`config.mk`:
```
export PLATFORM = sky130hd
export DESIGN_NAME = motor_command_receiver_watchdog_flat
export DESIGN_NICKNAME = d
export VERILOG_FILES = /design/src/rtl/mcrw_pkg.sv /design/src/rtl/mcrw_req_if.sv /design/src/rtl/mcrw_rsp_if.sv /design/src/rtl/mcrw_cfg_if.sv /design/src/rtl/mcrw_in_reg.sv /design/src/rtl/mcrw_exec.sv /design/src/rtl/motor_command_receiver_watchdog.sv /design/src/flat_wrapper.sv
export SDC_FILE = /design/constraint.sdc
export NUM_CORES = 1
export LEC_CHECK = 0
export BUFFER_PORTS_ARGS = -buffer_cell sky130_fd_sc_hd__buf_2
export CAP_MARGIN = 20
export CORE_UTILIZATION = 40
export DETAILED_ROUTE_END_ITERATION = 8
export RECOVER_POWER = 50
export SYNTH_ARGS = -nofsm -noshare
export SYNTH_HDL_FRONTEND = slang
export SYNTH_SLANG_ARGS = --single-unit
```
`constraint.sdc`:
```
create_clock -name clk -period 4.27 [get_ports clk]
set_input_delay 0.2135 -clock clk [delete_from_list [all_inputs] [get_ports clk]]
set_output_delay 0.2135 -clock clk [all_outputs]
set_load 0.05 [all_outputs]
```
`src/rtl/mcrw_pkg.sv`:
```
// types and constants of the motor command receiver with link watchdog
// no dependencies; used by the interfaces and all modules
`default_nettype none
package mcrw_pkg;

	localparam int unsigned BYTE_W    = 8;
	localparam int unsigned TIMEOUT_W = 16;

	localparam logic [TIMEOUT_W-1:0] TIMEOUT_RESET = 16'd500;

	localparam logic REQ_PACKET = 1'b0;
	localparam logic REQ_TICK   = 1'b1;

	localparam logic [BYTE_W-1:0] OP_DRIVE = 8'h01;
	localparam logic [BYTE_W-1:0] OP_STOP  = 8'h02;
	localparam logic [BYTE_W-1:0] OP_BRAKE = 8'h03;
	localparam logic [BYTE_W-1:0] OP_PING  = 8'h04;

	localparam logic [BYTE_W-1:0] DUTY_ZERO = 8'h00;
	localparam logic [BYTE_W-1:0] DUTY_FULL = 8'hFF;

	typedef enum logic [1:0] {
		ST_NONE  = 2'd0,
		ST_OK    = 2'd1,
		ST_BADCK = 2'd2,
		ST_WDOG  = 2'd3
	} link_status_t;

	typedef struct packed {
		logic              req_type;
		logic [BYTE_W-1:0] cmd_byte;
		logic [BYTE_W-1:0] left_byte;
		logic [BYTE_W-1:0] right_byte;
		logic [BYTE_W-1:0] check_byte;
	} req_item_t;

	// input stage towards execute stage
	typedef struct packed {
		logic      valid;
		req_item_t item;
	} stage_t;

endpackage
`default_nettype wire

```
`src/rtl/mcrw_req_if.sv`:
```
// request channel: command packet or millisecond tick
// depends on mcrw_pkg
`default_nettype none
interface mcrw_req_if;
	import mcrw_pkg::*;

	logic              valid;
	logic              ready;
	logic              req_type;
	logic [BYTE_W-1:0] cmd_byte;
	logic [BYTE_W-1:0] left_byte;
	logic [BYTE_W-1:0] right_byte;
	logic [BYTE_W-1:0] check_byte;

	modport source (output valid, output req_type, output cmd_byte, output left_byte,
		output right_byte, output check_byte, input ready);
	modport sink (input valid, input req_type, input cmd_byte, input left_byte,
		input right_byte, input check_byte, output ready);
endinterface
`default_nettype wire

```
`src/rtl/mcrw_rsp_if.sv`:
```
// result channel: motor duties and link status
// depends on mcrw_pkg
`default_nettype none
interface mcrw_rsp_if;
	import mcrw_pkg::*;

	logic              valid;
	logic              ready;
	logic [BYTE_W-1:0] left_duty;
	logic [BYTE_W-1:0] right_duty;
	logic [1:0]        link_status;

	modport source (output valid, output left_duty, output right_duty,
		output link_status, input ready);
	modport sink (input valid, input left_duty, input right_duty,
		input link_status, output ready);
endinterface
`default_nettype wire

```
`src/rtl/mcrw_cfg_if.sv`:
```
// configuration write channel for the watchdog timeout
// depends on mcrw_pkg
`default_nettype none
interface mcrw_cfg_if;
	import mcrw_pkg::*;

	logic                 valid;
	logic                 ready;
	logic [TIMEOUT_W-1:0] timeout_ms;

	modport source (output valid, output timeout_ms, input ready);
	modport sink (input valid, input timeout_ms, output ready);
endinterface
`default_nettype wire

```
`src/rtl/mcrw_in_reg.sv`:
```
// input register stage of the motor command receiver
// depends on mcrw_pkg and mcrw_req_if
`default_nettype none
module mcrw_in_reg (
	input  wire logic          clk,
	input  wire logic          arst_n,
	mcrw_req_if.sink           req,
	input  wire logic          take,
	output mcrw_pkg::stage_t   stage
);
	import mcrw_pkg::*;

	logic      valid_s1;
	req_item_t item_s1;

	// refill in the same cycle the held item moves on
	assign req.ready = !valid_s1 || take;

	always_ff @(posedge clk or negedge arst_n) begin
		if (!arst_n) begin
			valid_s1 <= 1'b0;
		end else if (req.ready) begin
			valid_s1 <= req.valid;
		end
	end

	always_ff @(posedge clk) begin
		if (req.valid && req.ready) begin
			item_s1 <= '{req_type:   req.req_type,
			             cmd_byte:   req.cmd_byte,
			             left_byte:  req.left_byte,
			             right_byte: req.right_byte,
			             check_byte: req.check_byte};
		end
	end

	assign stage = '{valid: valid_s1, item: item_s1};
endmodule
`default_nettype wire

```
`src/rtl/mcrw_exec.sv`:
```
// execute stage: packet check, command decode, watchdog and result register
// depends on mcrw_pkg, mcrw_rsp_if and mcrw_cfg_if
`default_nettype none
module mcrw_exec #(
	parameter int unsigned COUNT_WIDTH = 16
) (
	input  wire logic          clk,
	input  wire logic          arst_n,
	input  wire mcrw_pkg::stage_t stage,
	output logic               take,
	mcrw_rsp_if.source         rsp,
	mcrw_cfg_if.sink           cfg
);
	import mcrw_pkg::*;

	localparam int unsigned CMP_W = (COUNT_WIDTH > TIMEOUT_W) ? COUNT_WIDTH : TIMEOUT_W;

	logic [TIMEOUT_W-1:0]   timeout_q;
	logic [BYTE_W-1:0]      left_q, right_q;
	logic [COUNT_WIDTH-1:0] count_q;
	link_status_t           status_q;
	logic                   out_valid_q;

	logic [BYTE_W-1:0]      left_n, right_n;
	logic [COUNT_WIDTH-1:0] count_n;
	link_status_t           status_n;
	req_item_t              it;

	assign it   = stage.item;
	assign take = stage.valid && (!out_valid_q || rsp.ready);

	assign cfg.ready = 1'b1;

	always_comb begin
		left_n   = left_q;
		right_n  = right_q;
		count_n  = count_q;
		status_n = status_q;
		if (it.req_type == REQ_PACKET) begin
			if ((it.cmd_byte ^ it.left_byte ^ it.right_byte) != it.check_byte) begin
				status_n = ST_BADCK;
			end else begin
				status_n = ST_OK;
				unique case (it.cmd_byte)
					OP_DRIVE: begin
						left_n  = it.left_byte;
						right_n = it.right_byte;
					end
					OP_STOP: begin
						left_n  = DUTY_ZERO;
						right_n = DUTY_ZERO;
					end
					OP_BRAKE: begin
						left_n  = DUTY_FULL;
						right_n = DUTY_FULL;
					end
					OP_PING: begin
						count_n = '0;
					end
					default: begin
					end
				endcase
			end
		end else if (count_q != '1) begin
			// saturating millisecond count
			count_n = count_q + COUNT_WIDTH'(1);
		end
		if (CMP_W'(count_n) > CMP_W'(timeout_q)) begin
			left_n   = DUTY_ZERO;
			right_n  = DUTY_ZERO;
			status_n = ST_WDOG;
		end
	end

	// the state registers double as the result register
	always_ff @(posedge clk or negedge arst_n) begin
		if (!arst_n) begin
			timeout_q   <= TIMEOUT_RESET;
			left_q      <= DUTY_ZERO;
			right_q     <= DUTY_ZERO;
			count_q     <= '0;
			status_q    <= ST_NONE;
			out_valid_q <= 1'b0;
		end else begin
			if (cfg.valid) begin
				timeout_q <= cfg.timeout_ms;
			end
			if (take) begin
				left_q      <= left_n;
				right_q     <= right_n;
				count_q     <= count_n;
				status_q    <= status_n;
				out_valid_q <= 1'b1;
			end else if (rsp.ready) begin
				out_valid_q <= 1'b0;
			end
		end
	end

	assign rsp.valid       = out_valid_q;
	assign rsp.left_duty   = left_q;
	assign rsp.right_duty  = right_q;
	assign rsp.link_status = status_q;
endmodule
`default_nettype wire

```
`src/rtl/motor_command_receiver_watchdog.sv`:
```
// top level of the motor command receiver with link watchdog
// depends on mcrw_pkg, the three channel interfaces, mcrw_in_reg and mcrw_exec
//
//  channel | dir | payload                                           | handshake
//  req     | in  | req_type, cmd_byte, left_byte, right_byte, check  | valid/ready
//  rsp     | out | left_duty, right_duty, link_status                | valid/ready
//  cfg     | in  | timeout_ms                                        | valid/ready
//
// one item per cycle sustained while rsp is ready; a taken item reaches rsp through the
// input register, then the duty/status register that also holds the state
// arst_n clears duties, counter and status and sets the timeout to 500 ms
// a stalled result holds the execute stage; one further item waits in the input register
// cfg is always ready and takes effect from the next executed item
`default_nettype none
module motor_command_receiver_watchdog #(
	parameter int unsigned COUNT_WIDTH = 16
) (
	input  wire logic clk,
	input  wire logic arst_n,
	mcrw_req_if.sink   req,
	mcrw_rsp_if.source rsp,
	mcrw_cfg_if.sink   cfg
);
	import mcrw_pkg::*;

	stage_t stage;
	logic   take;

	mcrw_in_reg u_in_reg (
		.clk    (clk),
		.arst_n (arst_n),
		.req    (req),
		.take   (take),
		.stage  (stage)
	);

	mcrw_exec #(
		.COUNT_WIDTH (COUNT_WIDTH)
	) u_exec (
		.clk    (clk),
		.arst_n (arst_n),
		.stage  (stage),
		.take   (take),
		.rsp    (rsp),
		.cfg    (cfg)
	);
endmodule
`default_nettype wire

```
`src/flat_wrapper.sv`:
```
// flat-port wrapper written by rule: the top's interface ports become plain ports
module motor_command_receiver_watchdog_flat import mcrw_pkg::*;
#(
	parameter int unsigned COUNT_WIDTH = 16
)
  (clk, arst_n, req_valid, req_req_type, req_cmd_byte, req_left_byte, req_right_byte, req_check_byte, req_ready, rsp_valid, rsp_left_duty, rsp_right_duty, rsp_link_status, rsp_ready, cfg_valid, cfg_timeout_ms, cfg_ready);
  mcrw_req_if req_i ();
  mcrw_rsp_if rsp_i ();
  mcrw_cfg_if cfg_i ();
  input  wire logic clk;
  input  wire logic arst_n;
  input wire logic [$bits(req_i.valid)-1:0] req_valid;
  input wire logic [$bits(req_i.req_type)-1:0] req_req_type;
  input wire logic [$bits(req_i.cmd_byte)-1:0] req_cmd_byte;
  input wire logic [$bits(req_i.left_byte)-1:0] req_left_byte;
  input wire logic [$bits(req_i.right_byte)-1:0] req_right_byte;
  input wire logic [$bits(req_i.check_byte)-1:0] req_check_byte;
  output wire logic [$bits(req_i.ready)-1:0] req_ready;
  output wire logic [$bits(rsp_i.valid)-1:0] rsp_valid;
  output wire logic [$bits(rsp_i.left_duty)-1:0] rsp_left_duty;
  output wire logic [$bits(rsp_i.right_duty)-1:0] rsp_right_duty;
  output wire logic [$bits(rsp_i.link_status)-1:0] rsp_link_status;
  input wire logic [$bits(rsp_i.ready)-1:0] rsp_ready;
  input wire logic [$bits(cfg_i.valid)-1:0] cfg_valid;
  input wire logic [$bits(cfg_i.timeout_ms)-1:0] cfg_timeout_ms;
  output wire logic [$bits(cfg_i.ready)-1:0] cfg_ready;
  assign req_i.valid = req_valid;
  assign req_i.req_type = req_req_type;
  assign req_i.cmd_byte = req_cmd_byte;
  assign req_i.left_byte = req_left_byte;
  assign req_i.right_byte = req_right_byte;
  assign req_i.check_byte = req_check_byte;
  assign req_ready = req_i.ready;
  assign rsp_valid = rsp_i.valid;
  assign rsp_left_duty = rsp_i.left_duty;
  assign rsp_right_duty = rsp_i.right_duty;
  assign rsp_link_status = rsp_i.link_status;
  assign rsp_i.ready = rsp_ready;
  assign cfg_i.valid = cfg_valid;
  assign cfg_i.timeout_ms = cfg_timeout_ms;
  assign cfg_ready = cfg_i.ready;
  motor_command_receiver_watchdog #(.COUNT_WIDTH(COUNT_WIDTH)) u_core (.clk(clk), .arst_n(arst_n), .req(req_i), .rsp(rsp_i), .cfg(cfg_i));
endmodule
```
; Word level (Yosys, flattened, before mapping)
; Index checks and enable logic that the tools add are counted.
; Widths: inputs -> output; s select.
[totals]
reg_bits = 85
input_bits = 54
output_inout_bits = 21
elab_cells = 51
[op_classes]
n_addsub = 1
n_lt_le_gt_ge = 1
eq_ne = 8
muxes = 17
bitwise = 2
n_reduce_logical = 10
[op_table]
columns = cell, n
row1 = $mux 16, 4
row2 = $mux 8, 6
row3 = $pmux 8 s3, 2
row4 = $add 16x1->16 const B, 1
row5 = $eq 8x2->1 const B, 2
row6 = $gt 16x16->1, 1
row7 = $ne 16x16->1 const B, 1
row8 = $xor 8x8->8, 2
row9 = $eq 8x1->1 const B, 1
row10 = $eq 8x3->1 const B, 1
row11 = $ne 8x8->1, 1
row12 = $mux 2, 3
row13 = $reduce_and 4->1, 1
row14 = $reduce_bool 4->1, 1
row15 = $logic_and 1x1->1, 2
row16 = $logic_not 1->1, 2
row17 = $logic_or 1x1->1, 2
row18 = $mux 1, 2
row19 = $ne 2x1->1 const B, 1
row20 = $ne 2x2->1 const B, 1
row21 = $reduce_and 2->1, 1
row22 = $reduce_bool 2->1, 1

; Logic depth before layout (Yosys ltp)
; Gate-level depths: netlist of run 1.
[depth]
word_depth = 8
depth_mapped = 17
depth_no_buf = 13

; By module
; Synthesis of run 1 repeated with hierarchy kept, for this count alone.
[hier_totals]
hier_cells = 438
area_unflattened_um2 = 4453.0
[modules_own_cells]
columns = module, n_inst, cells_each, area_each_um2, seq_area_each_um2
row1 = mcrw_exec, 1, 400, 3400.8, 1283.7
row2 = mcrw_in_reg, 1, 38, 1052.3, 1016.0

; Least setup slack after synthesis of run 1
; Ideal clock, no wire load.
[synth_timing]
path_kind = reg2reg
startpoint = register u_core.u_in_reg.item_s1, in the netlist u_core.u_in_reg.stage[29]
endpoint = register u_core.u_exec.left_q[0] (netlist: u_core.u_exec.rsp.left_duty[0])
setup_ns = 0.119
arrival_ns = 3.413
t_required_ns = 4.151
setup_slack_ns = 0.738
path_stages_with_launch = 16
path_buffers = 3
synth_period_minus_slack_ns = 3.532
path_cell_list = edfxtp_1 -> or4_4 -> nor3_2 -> nor3b_2 -> buf_2 -> nor2_1 -> mux2_2 -> ha_1 -> nand4_1 -> or3_1 -> a21o_1 -> a31oi_2 -> nand2b_1 -> buf_6 -> buf_12 -> o2bb2ai_2
[synth_between]
elab_chain_cells = 8
elab_cells_between_ends = 19
classes_between = order compare: 1 / eq/ne: 7 / mux: 7 / bitwise: 2 / reduce/logical: 2
[synth_lines]
columns = item, line
row1 = "start, declared", mcrw_in_reg.sv:14  ; req_item_t item_s1;
row2 = "start signal, assigned", mcrw_in_reg.sv:29  ; item_s1 <= '{req_type: req.req_type,
row3 = $xor 8x8->8 (2 in series), mcrw_exec.sv:40  ; if ((it.cmd_byte ^ it.left_byte ^ it.right_byte) != it.check_byte) begin
row4 = $ne 8x8->1, mcrw_exec.sv:40
row5 = $mux 16 (*), mcrw_exec.sv:40
row6 = $mux 16 (*), mcrw_exec.sv:39  ; if (it.req_type == REQ_PACKET) begin
row7 = via u_core.u_exec.count_n[10], mcrw_exec.sv:25  ; logic [COUNT_WIDTH-1:0] count_n;
row8 = $gt 16x16->1 (*), mcrw_exec.sv:68  ; if (CMP_W'(count_n) > CMP_W'(timeout_q)) begin
row9 = $ne 2x2->1 (no line) (tied with other cells), -
row10 = $reduce_and 4->1 (no line), -
row11 = "end signal, assigned", mcrw_exec.sv:89  ; left_q <= left_n;
row12 = "end, declared", mcrw_exec.sv:19  ; logic [BYTE_W-1:0] left_q, right_q;
; The timed path passes the listed nets; every way through them passes the cells marked *. The select of a mux whose other input is x is not followed.
; A chain may end at the register's enable or synchronous reset.

; Worst setup path after layout of run 1
[layout_timing]
startpoint = register u_core.u_in_reg.item_s1, in the netlist u_core.u_in_reg.stage[31]
endpoint = register u_core.u_exec.right_q[1] (netlist: u_core.u_exec.rsp.right_duty[1])
[layout_between]
elab_chain_cells = 8
elab_cells_between_ends = 19
classes_between = order compare: 1 / eq/ne: 7 / mux: 7 / bitwise: 2 / reduce/logical: 2
[layout_lines]
columns = item, line
row1 = $xor 8x8->8 (2 in series), mcrw_exec.sv:40
row2 = $ne 8x8->1, mcrw_exec.sv:40
row3 = $mux 16 (*), mcrw_exec.sv:40
row4 = $mux 16 (*), mcrw_exec.sv:39
row5 = via u_core.u_exec.count_n[10], mcrw_exec.sv:25
row6 = $gt 16x16->1 (*), mcrw_exec.sv:68
row7 = $ne 2x2->1 (no line) (tied with other cells), -
row8 = $reduce_and 4->1 (no line), -
row9 = "end signal, assigned", mcrw_exec.sv:90  ; right_q <= right_n;
row10 = "end, declared", mcrw_exec.sv:19
; Marks and branches as above.

==> results of run 1 <==
power by group through the flow:
| stage | logic [mW] | registers [mW] | clock network, mW |
|---|---|---|---|
| finish | 0.456 | 1.00 | 0.601 |
| floorplan | 0.331 | 1.00 | 0 |
| detailed placement | 0.449 | 1.02 | 0 |
| global placement | 0.433 | 1.02 | 0 |
| CTS | 0.453 | 1.00 | 0.615 |
| global route | 0.507 | 1.02 | 0.649 |
sequential cells by signal, indices dropped and copies added (netlist names):
register	flops
u_core.u_exec.count_q	16
u_core.u_exec.rsp.left_duty	8
u_core.u_exec.rsp.link_status	2
u_core.u_exec.rsp.right_duty	8
u_core.u_exec.rsp.valid	1
u_core.u_exec.timeout_q	16
u_core.u_in_reg.stage	33
u_core.u_in_reg.valid_s1	1
area by class of cell:
class / count / share of cell area
timing repair buffer: 87 / 0.09398
clock buffer: 9 / 0.02386
inverter: 17 / 0.01229
multi-input combinational: 272 / 0.3778
clock inverter: 7 / 0.01542
sequential: 85 / 0.4429
tap: 140 / 0.03373
layer usage:
metal  track usage  routed length [um]
met1        0.2210                4368
met3       0.04195                 321
met4       0.04012                 112
met5             0                   0
met2        0.3171                4834
path summary, 6_finish.rpt:
kind,start,end,slack (ns)
setup reg to reg,u_core.u_in_reg.stage[31],u_core.u_exec.rsp.right_duty[1],0.25
hold reg to reg,u_core.u_exec.rsp.right_duty[3],u_core.u_exec.rsp.right_duty[3],0.51
hold / removal,req_check_byte[4],u_core.u_in_reg.stage[4],0.02
setup / recovery,u_core.u_in_reg.stage[31],u_core.u_exec.rsp.right_duty[1],0.25
max in group asynchronous,arst_n,u_core.u_exec.rsp.right_duty[1],1.21
min in group asynchronous,arst_n,u_core.u_exec.timeout_q[10],1.41
kinds of logic after synthesis:
group           Yosys count  synth area share
xor+xnor                 28           0.05544
simple gates            113            0.1446
flops                    85            0.5199
fa+ha+maj                17           0.04809
mux                       8           0.01895
other cells               1         0.0008478
buf+inv                  36           0.03988
compound gates          105            0.1723
cell usage in the layout, fill, tap and decap left out, types with 3 or more instances in the layout:
cell	netlist	routed
o21a_1	4	4
clkbuf_8	0	9
buf_2	4	73
ha_1	17	17
nand2b_1	9	9
xnor2_1	23	23
a31oi_1	6	6
inv_1	17	17
edfxtp_1	33	33
mux2i_1	5	5
a21o_1	3	3
nand3_1	7	7
nor3_1	6	6
o21ai_0	20	20
a21oi_1	33	33
xor2_1	5	4
dfrtp_1	46	46
nand4_1	10	10
dfstp_2	6	6
o2bb2ai_1	6	6
o2bb2ai_2	10	10
buf_4	3	5
o21ai_1	3	3
nor2_1	16	16
dlygate4sd3_1	0	7
or3_1	4	4
nor4_1	3	3
mux2_2	3	3
nand2_1	34	34
and2_1	3	3
through the flow:
stage	setup WS (ns)	hold WS [ns]	instance area [um2]	instances
after CTS	0.2114	0.004314	5117	611
after global routing	0.0005449	0.00005487	5192	617
after floorplan	0.7384	-0.08209	4423	393
final	0.2469	0.01614	5192	617
after detailed placement	0.2298	0.3914	4903	594
after global placement	0.2473	0.3789	4903	594
what timing repair did:
action | CTS | global route
gates resized for setup | 0 | 3
hold endpoints to repair | 20 | 6
endpoints found under the setup margin | 0 | 9
hold buffers | 1 | 6
==> reports/qor.csv, run 1 <==
stage,metric,value,unit
run_status,run status,"finished, violations left",
run_status,failing checks,"capacitance limit, slew limit",
global_routing,largest net degree at the start of global routing,53,
route,DR WL/cell,15.62,um
synth,register area share after synthesis,0.5199,
setup_path,worst-path maximum fanout,20,
clock_tree,setup bufs post-CTS,0,
setup_path,worst endpoint required time,4.51,ns
synth,synthesized area per cell,11.25,um2
timing,fraction of the cycle the final worst path needs,0.9422,
setup_path,crit-path max cell delay,0.53,ns
clock_tree,CTS tree,done,
setup_path,Worst Setup Path Type,reg -> reg,
synth,Yosys top cell area share,0.2603,
global_routing,global-route wire length before repair,15880,um
synth,Netlist cell types,66,
setup_path,Crit path depth,15,
die,DIE WIDTH,107.2,um
clock_tree,"CTS clk-pin slew, worst paths",0.10,ns
die,Top-Level Pins,75,
timing,number of setup violations in the final report,0,
die,Die ar.,11480,um2
route,DRC Markers,0,
timing,unrepaired setup endpoints after global routing,false,
clock_tree,htree depth,3,
placed_design,I/O Buffers,73,
die,Starting Density,0.4098,
timing,clock skew,0.01477,ns
placed_design,RD Place Congestion,0.8233,
power,internal power,1.402,mW
power,leakage,2.172,nW
timing,max-slew violation count,53,
power,Max IR drop VDD,220.6,uV
global_routing,vias in the first global route,3351,
power,power per cell area,396.8,nW/um2
placed_design,dpl hpwl,6973,um
synth,Yosys top cell by area,dfrtp_1,
die,Die Y,107.2,um
synth,Post-synth top flop,dfrtp_1,
timing,Final Critical Period,4.023,ns
clock_tree,"Clk Latency, worst-skew pair",0.36,ns
power,Clk pwr share,0.292,
synth,syn nets,464,
route,via count,3213,
die,core area,10790,um2
timing,setup_tns,0,ns
job,max-capacitance violation count,1,
layout,area of the multi-input gates,1962,um2
power,Logic pwr share,0.221,
layout,Final nets,543,
synth,"top cells by area, synth","dfrtp_1 26%, edfxtp_1 22%, ha_1 4.8%",
clock_tree,CTS buffer count,9,
die,Site Rows,38,
hold_path,worst hold path type,in -> reg,
power,Net Sw Frac,0.3196,
layout,fraction of layout instances using a drive strength above 1,0.2725,
global_routing,initial antenna violation count,0,
synth,ys async rst share,0.6118,
timing,Slew headroom,-0.9165,
setup_path,crit path DAT,4.27,ns
setup_path,CP max-delay cell,or4_4,
timing,final-report hold violation count,0,
route,total detailed-routing wirelength,9637,um
timing,Fmax achieved,0.2486,GHz
route,via/cell ratio,5.207,
hold_path,Hold Path Stages,1,
synth,Yosys warning total,0,
route,post-route ant nets,0,
synth,"EDFF count, synth",33,
setup_path,FF-to-FF path depth,15,
timing,Worst Max-Slew Pin Slew,2.875,ns
layout,register area,2300,um2
global_routing,gr usage total,0.1792,
setup_path,crit path buf inv count,3,
layout,Filler Cells Inserted,997,
clock_tree,clk sinks,85,
synth,synth cell count leaders,"46 x dfrtp_1, 34 x nand2_1, 33 x a21oi_1, 33 x edfxtp_1, 23 x xnor2_1",
clock_tree,Root Driver,clkbuf_8,
setup_path,CP startpoint kind,register,
synth,Mapped Cells,393,
setup_path,kind of cell adding the most delay to the critical path,simple AND/OR/NAND/NOR gates,
setup_path,"most used cell, CP",buf_4,
power,sequential share of power,0.487,
layout,Syn-to-layout area delta,17.40,%
synth,Post-Synthesis Cell Area,4423,um2
power,total chip power,2.060,mW
setup_path,crit path cell chain,or4_4 -> nor3_2 -> nor3b_2 -> buf_4 -> nor2_1 -> mux2_2 -> ha_1 -> nand4_1 -> or3_1 -> a21o_1 -> a31oi_2 -> buf_4 -> nand2b_1 -> buf_6 -> o2bb2ai_1,
setup_path,CP endpoint kind,register,
route,initial drt markers,110,
route,TritonRoute pass-1 iters,6,
synth,Synth Register Bits,85,
layout,final core utilization,0.4811,
global_routing,GRT overflow,0,
power,Psw,658.5,uW
clock_tree,clk buf depth,2,
layout,Antenna diodes,0,
synth,most common cell in the netlist,dfrtp_1,
Note: power is estimated with default switching activity, not from simulation.
==> inputs of run 2 (changes only) <==
BUFFER_PORTS_ARGS = -buffer_cell sky130_fd_sc_hd__buf_4   (was -buffer_cell sky130_fd_sc_hd__buf_2)
CORE_ASPECT_RATIO = 1.2   (was default)
==> run 2 against run 1 <==
The flow finishes with violations (DRC, capacitance limit, slew limit). Clock power grew 26%. Combinational power increased by 2%. Critical path depth did not move. Cell count decreased by 2.8%. Critical endpoint unchanged. Largest cell class unchanged. Highest routed layer unchanged.
==> reports/qor.csv, run 2 (synthesis results as in run 1) <==
stage,metric,value,unit
die,Site Rows,41,
route,post-route ant nets,0,
power,Max IR drop VDD,236.1,uV
die,DIE WIDTH,97.99,um
clock_tree,CTS buffer count,9,
global_routing,initial antenna violation count,0,
layout,"commonest non-fill, non-tap cell in the layout",dfrtp_1,
placed_design,I/O Buffers,73,
die,Top-Level Pins,75,
route,total detailed-routing wirelength,9282,um
timing,final-report hold violation count,0,
setup_path,Worst R2R End,u_core.u_exec.rsp.right_duty[1],
hold_path,worst hold path type,in -> reg,
route,DR WL/cell,15.47,um
die,Die Y,117.2,um
global_routing,gr usage total,0.1724,
route,via count,3202,
route,via/cell ratio,5.337,
timing,Slew headroom,-0.9250,
setup_path,crit-path max cell delay,0.59,ns
clock_tree,setup bufs post-CTS,0,
global_routing,GRT overflow,0,
power,total chip power,2.221,mW
global_routing,global-route wire length before repair,15130,um
timing,Final Critical Period,3.973,ns
run_status,failing checks,"DRC, capacitance limit, slew limit",
timing,number of setup violations in the final report,0,
setup_path,CP endpoint kind,register,
layout,Antenna diodes,0,
setup_path,Critical Path End,u_core.u_exec.rsp.right_duty[1],
power,leakage,2.227,nW
layout,Syn-to-layout area delta,21.78,%
run_status,run status,"finished, violations left",
clock_tree,CTS tree,done,
job,max-capacitance violation count,1,
layout,Final nets,537,
route,met1 WL,3906,um
die,core area,10620,um2
clock_tree,htree depth,3,
timing,fraction of the cycle the final worst path needs,0.9305,
power,power per cell area,412.3,nW/um2
clock_tree,"Clk Latency, worst-skew pair",0.34,ns
setup_path,Worst Setup Path Type,reg -> reg,
setup_path,crit path DAT,4.19,ns
setup_path,FF-to-FF path depth,15,
timing,Fmax achieved,0.2517,GHz
timing,clock skew,0.009867,ns
layout,most frequent cells in the layout,"46 x dfrtp_1, 44 x buf_4, 34 x nand2_1",
clock_tree,clk sinks,85,
setup_path,crit path cell chain,or4_4 -> nor3_2 -> nor3b_2 -> buf_6 -> nor2_1 -> mux2_2 -> ha_1 -> nand4_1 -> or3_1 -> a21o_1 -> a31oi_2 -> buf_4 -> nand2b_1 -> buf_6 -> o2bb2ai_1,
die,Starting Density,0.4165,
route,TritonRoute pass-1 iters,6,
setup_path,CP startpoint kind,register,
route,top sig layer,met4,
clock_tree,"CTS clk-pin slew, worst paths",0.07,ns
route,met3 routed WL,329,um
clock_tree,Root Driver,clkbuf_16,
timing,setup_tns,0,ns
route,DRC Markers,3,
setup_path,R2R setup slack,0.30,ns
clock_tree,clk buf depth,2,
layout,max reg flops,33,
setup_path,CP Launch Point,u_core.u_in_reg.stage[29],
global_routing,largest net degree at the start of global routing,53,
timing,max-slew violation count,53,
layout,fraction of layout instances using a drive strength above 1,0.2739,
route,initial drt markers,119,
layout,Filler Cells Inserted,943,
die,Die ar.,11480,um2
setup_path,worst-path maximum fanout,20,
hold_path,Hold Path Stages,1,
timing,Worst Max-Slew Pin Slew,2.888,ns
timing,unrepaired setup endpoints after global routing,false,
route,met2 wire len,4843,um
placed_design,RD Place Congestion,0.8254,
setup_path,Critical R2R Launch,u_core.u_in_reg.stage[29],
placed_design,dpl hpwl,6917,um
layout,final core utilization,0.5072,
setup_path,"most used cell, CP",buf_6,
setup_path,worst endpoint required time,4.49,ns
global_routing,vias in the first global route,3151,
setup_path,CP max-delay cell,or4_4,
run 2: how the worst min path moves through the flow:
stage | end | startpoint | slack (ns)
floorplan | u_core.u_exec.count_q[0] | arst_n | -0.08
global route | u_core.u_in_reg.stage[18] | req_left_byte[2] | 0.04
finish | u_core.u_in_reg.stage[5] | req_check_byte[5] | 0.07
global placement | u_core.u_exec.timeout_q[9] | arst_n | 0.30
CTS | u_core.u_in_reg.stage[10] | req_right_byte[2] | 0.03
detailed placement | u_core.u_exec.timeout_q[9] | arst_n | 0.31
run 2: power by group:
group / switching, mW / internal [mW]
registers: 0.0746 / 0.926
logic: 0.258 / 0.207
clock network: 0.346 / 0.409
total: 0.679 / 1.54
run 2: worst max-delay path, delay by kind of cell (launching register included):
kind	cells	cell delay, ns
adder cells (fa/ha/maj)	1	0.29
AND/OR/NAND/NOR	7	1.73
AO/OA/AOI/OAI	3	0.54
buffers and inverters	3	0.58
flip-flops	1	0.41
multiplexers	1	0.28
run 2: timing repair:
item,CTS,global route
hold buffers,1,0
endpoints found under the hold margin,46,0
resized for setup,0,3
endpoints found under the setup margin,0,15
run 2: metal layers:
layer,global-route usage,up-vias
li1,-,1582
met1,0.1969,1540
met2,0.3127,66
met3,0.04097,14
met4,0.07071,0
met5,0,-
run 2: layout make-up:
type	instances	area, um2	area share
clock buffers	9	225.2	0.04181
well taps	129	161.4	0.02997
clock inverters	7	67.56	0.01254
multi-input cells	272	1954	0.3628
repair buffers	81	614.3	0.1141
flip-flops and latches	85	2300	0.4269
inverters	17	63.81	0.01185
run 2: stage by stage:
step / cells / hold WS, ns / setup slack, ns / instance area, um2
floorplan: 393 / -0.08209 / 0.7384 / 4423
global placement: 583 / 0.2981 / 0.2851 / 5072
detailed placement: 583 / 0.3073 / 0.2649 / 5072
CTS: 600 / 0.02997 / 0.2124 / 5375
global route: 600 / 0.04106 / 0.01780 / 5386
finish: 600 / 0.06650 / 0.2968 / 5386
==> inputs of run 3 (changes only) <==
CORE_UTILIZATION = 55   (was 40)
PLACE_DENSITY = 0.78   (was default)
==> run 3 against run 2 <==
The run still ends with DRC, capacitance limit, slew limit left. Combinational power about the same. Sequential cell count did not move. Non-clock buffer count shrank 1. Register-to-register slack better by 0.04 ns. Worst setup slack gained 0.039 ns. Hold slack lost 0.031 ns. Utilization is 17 points higher. Count of clock-buffer cells in the layout up 1. Critical path type unchanged.
==> reports/qor.csv, run 3 (synthesis results as in run 1) <==
stage,metric,value,unit
placed_design,dpl hpwl,6806,um
route,DRC Markers,1,
power,Max IR drop VDD,262.0,uV
timing,final-report hold violation count,0,
die,core area,7751,um2
layout,Final nets,536,
global_routing,gr usage total,0.2387,
run_status,failing checks,"DRC, capacitance limit, slew limit",
route,TritonRoute pass-1 iters,6,
timing,slack of the critical path,0.3360,ns
clock_tree,CTS buffer count,9,
layout,most frequent cells in the layout,"46 x dfrtp_1, 43 x buf_4, 34 x nand2_1",
layout,Syn-to-layout area delta,18.59,%
hold_path,min-delay src,req_right_byte[1],
global_routing,GRT overflow,0,
layout,Antenna diodes,0,
global_routing,initial antenna violation count,0,
setup_path,worst-path maximum fanout,20,
setup_path,Worst R2R End,u_core.u_exec.rsp.right_duty[2],
layout,final core utilization,0.6767,
setup_path,CP startpoint kind,register,
hold_path,worst hold path type,in -> reg,
route,via count,3250,
power,total chip power,2.060,mW
layout,final cell count without fillers,562,
clock_tree,CTS tree,done,
timing,max-slew violation count,53,
placed_design,I/O Buffers,73,
setup_path,crit path DAT,4.17,ns
die,Die ar.,8406,um2
power,power per cell area,392.7,nW/um2
layout,fraction of layout instances using a drive strength above 1,0.2702,
clock_tree,htree depth,3,
layout,max reg flops,33,
die,DIE WIDTH,83.86,um
placed_design,Placed Cells incl. Taps,543,
die,Die Y,100.2,um
die,Site Rows,35,
timing,setup_tns,0,ns
hold_path,worst hold path endpoint,u_core.u_in_reg.stage[9],
hold_path,Hold Path Stages,1,
placed_design,RD Place Congestion,0.8892,
global_routing,global-route wire length before repair,15240,um
die,Top-Level Pins,75,
layout,Filler Cells Inserted,573,
die,Starting Density,0.5706,
route,DR WL/cell,16.58,um
setup_path,FF-to-FF path depth,14,
global_routing,largest net degree at the start of global routing,53,
timing,unrepaired setup endpoints after global routing,false,
clock_tree,"CTS clk-pin slew, worst paths",0.09,ns
setup_path,R2R setup slack,0.34,ns
timing,Worst Max-Slew Pin Slew,2.811,ns
timing,number of setup violations in the final report,0,
job,max-capacitance violation count,1,
clock_tree,clk sinks,85,
clock_tree,"Clk Latency, worst-skew pair",0.37,ns
clock_tree,setup bufs post-CTS,0,
timing,clock skew,0.01344,ns
placed_design,pre-CTS setup slack,0.2631,ns
setup_path,Critical R2R Launch,u_core.u_in_reg.stage[31],
run_status,run status,"finished, violations left",
timing,Final Critical Period,3.934,ns
global_routing,vias in the first global route,3203,
route,total detailed-routing wirelength,9320,um
timing,fraction of the cycle the final worst path needs,0.9213,
route,initial drt markers,189,
power,leakage,2.178,nW
route,post-route ant nets,0,
clock_tree,clk buf depth,2,
setup_path,worst endpoint required time,4.51,ns
layout,"commonest non-fill, non-tap cell in the layout",dfrtp_1,
timing,Slew headroom,-0.8743,
timing,Fmax achieved,0.2542,GHz
setup_path,CP endpoint kind,register,
clock_tree,Root Driver,clkbuf_8,
setup_path,Worst Setup Path Type,reg -> reg,
route,via/cell ratio,5.783,
-- run 3: routing by layer --
metal / vias to the layer above / part of all wire / GRT usage
li1: 1573 / - / -
met1: 1579 / 0.39 / 0.2632
met2: 78 / 0.55 / 0.4414
met3: 20 / 0.035 / 0.03536
met4: 0 / 0.031 / 0.1326
met5: - / 0 / 0
-- run 3: timing repair --
action	4_1_cts	5_1_grt
endpoints found under the setup margin	0	16
endpoints found under the hold margin	46	1
gates resized for setup	0	1
hold buffers	1	1
-- run 3: cell type report --
cell class / instances / area (um2) / share of cell area
Inverter: 17 / 63.81 / 0.01217
Multi-Input combinational cell: 272 / 1954 / 0.3726
Tap cell: 92 / 115.1 / 0.02195
Clock inverter: 6 / 68.82 / 0.01312
Timing Repair Buffer: 80 / 605.6 / 0.1155
Clock buffer: 10 / 137.6 / 0.02624
Sequential cell: 85 / 2300 / 0.4385
-- run 3: critical path, cell delays in order (launching register included) --
cell       delay (ns)
edfxtp_1         0.46
or4_4            0.53
nor3_2           0.18
nor3b_2          0.18
buf_4            0.25
nor2_1           0.07
mux2_2           0.27
ha_1             0.29
nand4_1          0.16
or3_1            0.39
a21o_1           0.17
a31oi_2          0.33
nand2b_1         0.16
buf_4            0.25
o2bb2ai_1        0.12
-- run 3: how the worst max path moves through the flow --
stage	start	endpoint	slack [ns]
2_1_floorplan	u_core.u_in_reg.stage[29]	u_core.u_exec.rsp.left_duty[0]	0.74
3_3_place_gp	u_core.u_in_reg.stage[28]	u_core.u_exec.rsp.right_duty[0]	0.31
3_5_place_dp	u_core.u_in_reg.stage[29]	u_core.u_exec.rsp.right_duty[5]	0.26
4_1_cts	u_core.u_in_reg.stage[27]	u_core.u_exec.rsp.right_duty[2]	0.23
5_1_grt	u_core.u_exec.count_q[0]	u_core.u_exec.rsp.right_duty[3]	0.10
6_report	u_core.u_in_reg.stage[31]	u_core.u_exec.rsp.right_duty[2]	0.34
-- run 3: power breakdown --
part           switching, mW  internal, mW
registers             0.0783         0.925
logic                  0.256         0.206
clock network          0.304         0.290
total                  0.639          1.42
-- run 3: through the flow --
stage / hold slack [ns] / cell area, um2
final: 0.03588 / 5245
after global routing: 0.02284 / 5245
after detailed placement: 0.2956 / 5004
after global placement: 0.2849 / 5004
after CTS: 0.01154 / 5220
after floorplan: -0.08209 / 4423
